**config.mk**
```make
export PLATFORM = sky130hd
export DESIGN_NAME = lpht_ctrl
export DESIGN_NICKNAME = d
export VERILOG_FILES = /design/src/rtl/core/lpht_pkg.sv /design/src/rtl/core/lpht_ctrl.sv
export SDC_FILE = /design/constraint.sdc
export NUM_CORES = 1
export LEC_CHECK = 0
export BUFFER_PORTS_ARGS = -buffer_cell sky130_fd_sc_hd__buf_2
export CORE_AREA = 3 3 40 42
export CTS_CLUSTER_DIAMETER = 100
export CTS_CLUSTER_SIZE = 30
export DETAILED_ROUTE_END_ITERATION = 7
export DIE_AREA = 0 0 43 45
export GPL_ROUTABILITY_DRIVEN = 0
export PLACE_DENSITY = 0.3
export SYNTH_ARGS = -nofsm -noshare
export SYNTH_HDL_FRONTEND = slang
export SYNTH_SLANG_ARGS = --single-unit
```
**constraint.sdc**
```tcl
create_clock -name aclk -period 1.3 [get_ports aclk]
set_input_delay 0.26 -clock aclk [delete_from_list [all_inputs] [get_ports aclk]]
set_output_delay 0.26 -clock aclk [all_outputs]
set_load 0.02 [all_outputs]
```
**src/rtl/core/lpht_pkg.sv**
```systemverilog
// Shared types, sizes and codes for the linear-probe hash table.
package lpht_pkg;

    localparam int CAPACITY = 256;
    localparam int IDX_W    = $clog2(CAPACITY);
    localparam int CNT_W    = $clog2(CAPACITY + 1);

    localparam int FUNC_W   = 2;
    localparam int KEY_W    = 32;
    localparam int HASH_W   = 32;
    localparam int VAL_W    = 64;
    localparam int STAT_W   = 3;
    localparam int FILL_W   = 9;

    localparam logic [FILL_W-1:0] MAX_FILL_RST = 9'd192;

    localparam logic [FUNC_W-1:0] FUNC_PUT    = 2'd0;
    localparam logic [FUNC_W-1:0] FUNC_LOOKUP = 2'd1;
    localparam logic [FUNC_W-1:0] FUNC_REMOVE = 2'd2;

    localparam logic [STAT_W-1:0] ST_INSERTED  = 3'd0;
    localparam logic [STAT_W-1:0] ST_UPDATED   = 3'd1;
    localparam logic [STAT_W-1:0] ST_FOUND     = 3'd2;
    localparam logic [STAT_W-1:0] ST_NOT_FOUND = 3'd3;
    localparam logic [STAT_W-1:0] ST_REMOVED   = 3'd4;
    localparam logic [STAT_W-1:0] ST_FULL      = 3'd5;

    typedef enum logic [1:0] {
        S_IDLE,
        S_PROBE,
        S_COMMIT
    } state_t;

    typedef struct packed {
        logic start;
        logic probe;
        logic commit;
    } cmd_t;

    typedef struct packed {
        logic func_ok;
        logic stop;
        logic out_free;
    } sts_t;

endpackage

```
**src/rtl/core/lpht_ctrl.sv**
```systemverilog
// Request sequencer: accept, probe, commit.
module lpht_ctrl (
    input  logic              aclk,
    input  logic              aresetn,
    input  logic              s_valid,
    output logic              s_ready,
    input  lpht_pkg::sts_t    sts,
    output lpht_pkg::cmd_t    cmd
);

    lpht_pkg::state_t state_reg, state_next;

    always_ff @(posedge aclk) begin
        if (!aresetn) begin
            state_reg <= lpht_pkg::S_IDLE;
        end else begin
            state_reg <= state_next;
        end
    end

    always_comb begin
        state_next = state_reg;
        unique case (state_reg)
            lpht_pkg::S_IDLE: begin
                if (s_valid) begin
                    // unused operation codes skip the search
                    state_next = sts.func_ok ? lpht_pkg::S_PROBE : lpht_pkg::S_COMMIT;
                end
            end
            lpht_pkg::S_PROBE: begin
                if (sts.stop) begin
                    state_next = lpht_pkg::S_COMMIT;
                end
            end
            lpht_pkg::S_COMMIT: begin
                if (sts.out_free) begin
                    state_next = lpht_pkg::S_IDLE;
                end
            end
            default: state_next = lpht_pkg::S_IDLE;
        endcase
    end

    always_comb begin
        s_ready    = 1'b0;
        cmd.start  = 1'b0;
        cmd.probe  = 1'b0;
        cmd.commit = 1'b0;
        unique case (state_reg)
            lpht_pkg::S_IDLE: begin
                s_ready   = 1'b1;
                cmd.start = s_valid;
            end
            lpht_pkg::S_PROBE: begin
                cmd.probe = 1'b1;
            end
            lpht_pkg::S_COMMIT: begin
                cmd.commit = sts.out_free;
            end
            default: begin
                s_ready = 1'b0;
            end
        endcase
    end

endmodule

```
==> flow_summary.ini, run 1 <==
[global_routing]
grt_pass1_wl_um = 655
grt.overflow.total = 0
grt_start_max_net_pins = 9
antenna_found_initial = 0
track_usage_pct = 5.15
grt_pass1_vias = 155

[setup_path]
rr_worst_depth = 2
critical_path_class = flop to output port
arrival_ps = 970
critPathMaxFanout = 8
end_kind = output port
cp-endpoint = cmd[2]
rr_startpoint = state_reg[1]
cp-start-kind = flop
r2r_end = state_reg[1]
crit_required_ps = 1040
startpoint = state_reg[0]
ff2ff_setup_slack_ps = 360

[power]
p_int_mw = 0.193
power.density_nw_per_um2 = 1220
max-vdd-ir-drop_mv = 0.233
p_leak_nw = 0.102
power_mw = 0.260
power_frac_seq_pct = 28.4
pwr-share-clk_pct = 52.6
comb_power_share_pct = 19.0
power_switching_mw = 0.0672
switching_share_pct = 25.9

[placed_design]
io_buffers = 9
dp_slack_ps = 237
place_inst = 39

[die]
start_util_pct = 9.64
pin_count = 10
die_height_um = 45
fp-row-count = 13
fp.coreArea_um2 = 1280
die_area_um2 = 1940
die_w_um = 43

[sta]
rsz0062_at_grt = no
fin_ws_ps = 66.2
final-max-slew-violation-count = 0
finalSetupViolCount = 0
finalCritPeriodShare_pct = 94.9
tightest_slew_ps = 274
fin_skew_ps = 4.00
fin_crit_ps = 1230
slew_headroom_pct = 81.5
fmax_ghz = 0.810
tns_ps = 0
finalHoldViolations = 0

[final_layout]
largest_reg_flops = 2
drive_gt1_share_pct = 51.9
fin_cells = 42
final_nets = 35
area_growth_syn_to_layout_pct = 71.7
final_core_util_pct = 16.6
fillCellCount = 142
n_antenna_cell = 0

[detailed_routing]
dr.pass1.iters = 4
wl_per_cell_um = 8.48
viasPerCell = 3.64
drcViolationCount = 0
via_count = 153
wl_um = 356
antenna_left = 0
drtIter0Drc = 3

[cts]
path_clk_slew_ps = 30
insertion_delay_ps = 220
h-tree-depth = 1
cts_root_buffer = clkbuf_4
postCtsSetupRepairBufs = 0
clock-sinks = 2
cts_buffers = 3
cts_tree = yes
clockBufferDepth = 2

[synthesis]
netlist_top_cells_count = dfxtp_1 (2), nand2b_1 (2), nor2_1 (2)
synthDistinctLibCells = 12
yosysTopAreaCellShare_pct = 32.3
synthTopCellsByArea = dfxtp_1 (32%), nand2b_1 (10%), and3b_1 (7.1%)
ys_ff_latch = 2
synth_largest_area_cell = dfxtp_1
synthFlopType = dfxtp_1
async_flop_share_pct = 0
yosys_warnings = 0
ys_seq_area_share_pct = 32.3
synthesis.nets = 21
synth-edff-count = 0
netlist_instances = 15
synthesis.area_um2 = 124
post_synth.cell_area_avg_um2 = 8.26

[worst_hold_path]
hp-class = input port to flop

[outcome]
outcome = completed

[run]
maxCapViolations = 0
[metal layers]
metal / global-route usage, % / up-vias / share of wire [%] / wire [um]
met5: 0 / - / 0 / 0
met4: 5.42 / 0 / 0 / 0
met3: 5.58 / 0 / 14 / 51
met2: 4.79 / 9 / 37 / 130
met1: 5.52 / 65 / 49 / 174
li1: - / 79 / - / -
[critical path, stage by stage, from the launching register on]
cell and delay [ps]:
dfxtp_2 340, nor2_1 130, and2_1 130, buf_2 150
[what timing repair did]
action | CTS | global route
endpoints found under the setup margin | 1 | 3
resized for setup | 1 | 1
hold endpoints to repair | 0 | 0
pin swaps | 0 | 0
hold buffers | 0 | 0
[cell families (layout without fill, tap and decap cells)]
kind of cell | Yosys count | after routing | synth area share, %
compound gates | 2 | 2 | 11.1
buf+inv | 0 | 12 | 0
flops | 2 | 2 | 32.3
simple gates | 11 | 11 | 56.6
[stage by stage]
stage,hold WS (ps),area [um^2]
finish,273,213
global route,273,213
CTS,264,211
detailed placement,498,188
global placement,512,188
floorplan,388,124
[power groups by stage]
stage	clock [mW]	sequential [mW]	combinational, mW
floorplan	0	0.0717	0.0302
global placement	0	0.0732	0.0501
CTS	0.146	0.0730	0.0497
global route	0.153	0.0751	0.0545
finish	0.137	0.0739	0.0492
detailed placement	0	0.0734	0.0495
[how the worst min path moves through the flow]
stage | start | endpoint | slack (ps) | cells past startpoint
floorplan | aresetn | state_reg[1] | 390 | 1
global placement | aresetn | state_reg[1] | 510 | 2
detailed placement | aresetn | state_reg[1] | 500 | 2
CTS | aresetn | state_reg[1] | 260 | 2
global route | aresetn | state_reg[1] | 270 | 2
finish | aresetn | state_reg[1] | 270 | 2
[layout by cell type (no fill, tap or decap)]
master    netlist  routed
buf_2           0       9
clkbuf_4        0       3
nor2_1          2       2
nand2b_1        2       2
dfxtp_2         0       2
and2b_1         1       1
nand2_1         1       1
and2_1          1       1
and3b_1         1       1
nor3b_1         1       1
nor4b_1         1       1
o31a_1          1       1
nand3b_1        1       1
a21oi_1         1       1
[cell type report]
class | instances | area [um^2] | share of cell area [%]
clock buffer | 3 | 22.5 | 10.6
multi-input combinational | 13 | 83.8 | 39.4
sequential | 2 | 42.5 | 20.0
tap | 15 | 18.8 | 8.82
timing repair buffer | 9 | 45.0 | 21.2
Power figures use the tool's default switching activity.
==> run 2, diff against run 1 <==
- clock period: 1.3 -> 1.6 ns (I/O delays scaled with it)
==> flow_summary.ini, run 2 (same netlist as run 1, synthesis figures left out) <==
[outcome]
outcome = completed

[placed_design]
place_area_um2 = 188
io_buffers = 9
place_inst = 39
dp_slack_ps = 471

[global_routing]
antenna_found_initial = 0
grt_start_max_net_pins = 9
grt.overflow.total = 0
track_usage_pct = 5.07
grt_pass1_vias = 168
grt_pass1_wl_um = 655

[worst_hold_path]
hp-class = input port to flop
holdPathStages = 2

[die]
die_w_um = 43
die_area_um2 = 1940
fp-row-count = 13
die_height_um = 45
pin_count = 10
fp.coreArea_um2 = 1280
start_util_pct = 9.64

[cts]
cts_root_buffer = clkbuf_4
cts_tree = yes
path_clk_slew_ps = 30
cts_resized = 0
insertion_delay_ps = 220
ctsHoldBuffers = 0
clockBufferDepth = 2
clock-sinks = 2
postCtsSetupRepairBufs = 0
cts_buffers = 3
h-tree-depth = 1

[final_layout]
multi_input_area_um2 = 83.8
n_antenna_cell = 0
final_design_area_no_fill_um2 = 210
final_core_util_pct = 16.4
drive_gt1_share_pct = 44.4
final_nets = 35
area_growth_syn_to_layout_pct = 69.7
fin_cells = 42
mostFrequentLayoutCell = buf_2
seq_area_um2 = 40.0
final_cell_mix = buf_2 (9), clkbuf_4 (3), nor2_1 (2), nand2b_1 (2), dfxtp_1 (2)
largest_reg_flops = 2
fillCellCount = 152

[detailed_routing]
wl_per_cell_um = 8.74
dr.pass1.iters = 2
via_count = 148
drtIter0Drc = 1
drcViolationCount = 0
viasPerCell = 3.52
antenna_left = 0
wl_um = 367

[sta]
fin_crit_ps = 1370
rsz0062_at_grt = no
finalHoldViolations = 0
slew_headroom_pct = 82.9
fin_hold_ws_ps = 338
tns_ps = 0
final-max-slew-violation-count = 0
finalCritPeriodShare_pct = 85.6
tightest_slew_ps = 252
finalSetupViolCount = 0
fin_skew_ps = 3.50
fin_ws_ps = 231
fmax_ghz = 0.731

[power]
power.density_nw_per_um2 = 1000
max-vdd-ir-drop_mv = 0.233
p_leak_nw = 0.101
power_mw = 0.211

[setup_path]
critPathMaxFanout = 8
arrival_ps = 1050
crit_required_ps = 1280
critical_path_class = flop to output port
cp-start-kind = flop
end_kind = output port
rr_worst_depth = 2

[run]
maxCapViolations = 0
-- run 2: cell counts in the layout (fill, tap and decap cells not counted) --
No cell type changed its count.
-- run 2: routing by layer --
metal	share of wire [%]	GRT usage, %	routed length [um]
met2	37	5.69	137
met5	0	0	0
met3	15	3.19	54
met1	48	5.28	175
met4	0	7.23	0
-- run 2: layout make-up --
| class | instances | area share (%) |
|---|---|---|
| multi-input cells | 13 | 39.9 |
| repair buffers | 9 | 21.4 |
| flip-flops and latches | 2 | 19.0 |
| clock buffers | 3 | 10.7 |
| well taps | 15 | 8.93 |
-- run 2: power breakdown --
group          leakage, nW  internal, mW  switching (mW)
Combinational       0.0706        0.0192          0.0216
Clock               0.0138        0.0828          0.0285
Sequential          0.0164        0.0537         0.00515
Total                0.101         0.156          0.0552
-- run 2: critical path: stages (launching register included) --
cell     delay (ps)
dfxtp_1         430
nor2_1           90
and2_1          150
buf_2           150
-- run 2: worst paths after layout --
kind | startpoint | end | slack [ps]
setup reg to reg | state_reg[1] | state_reg[1] | 620
setup / recovery | state_reg[0] | cmd[2] | 230
hold / removal | aresetn | state_reg[1] | 340
hold reg to reg | state_reg[0] | state_reg[0] | 550
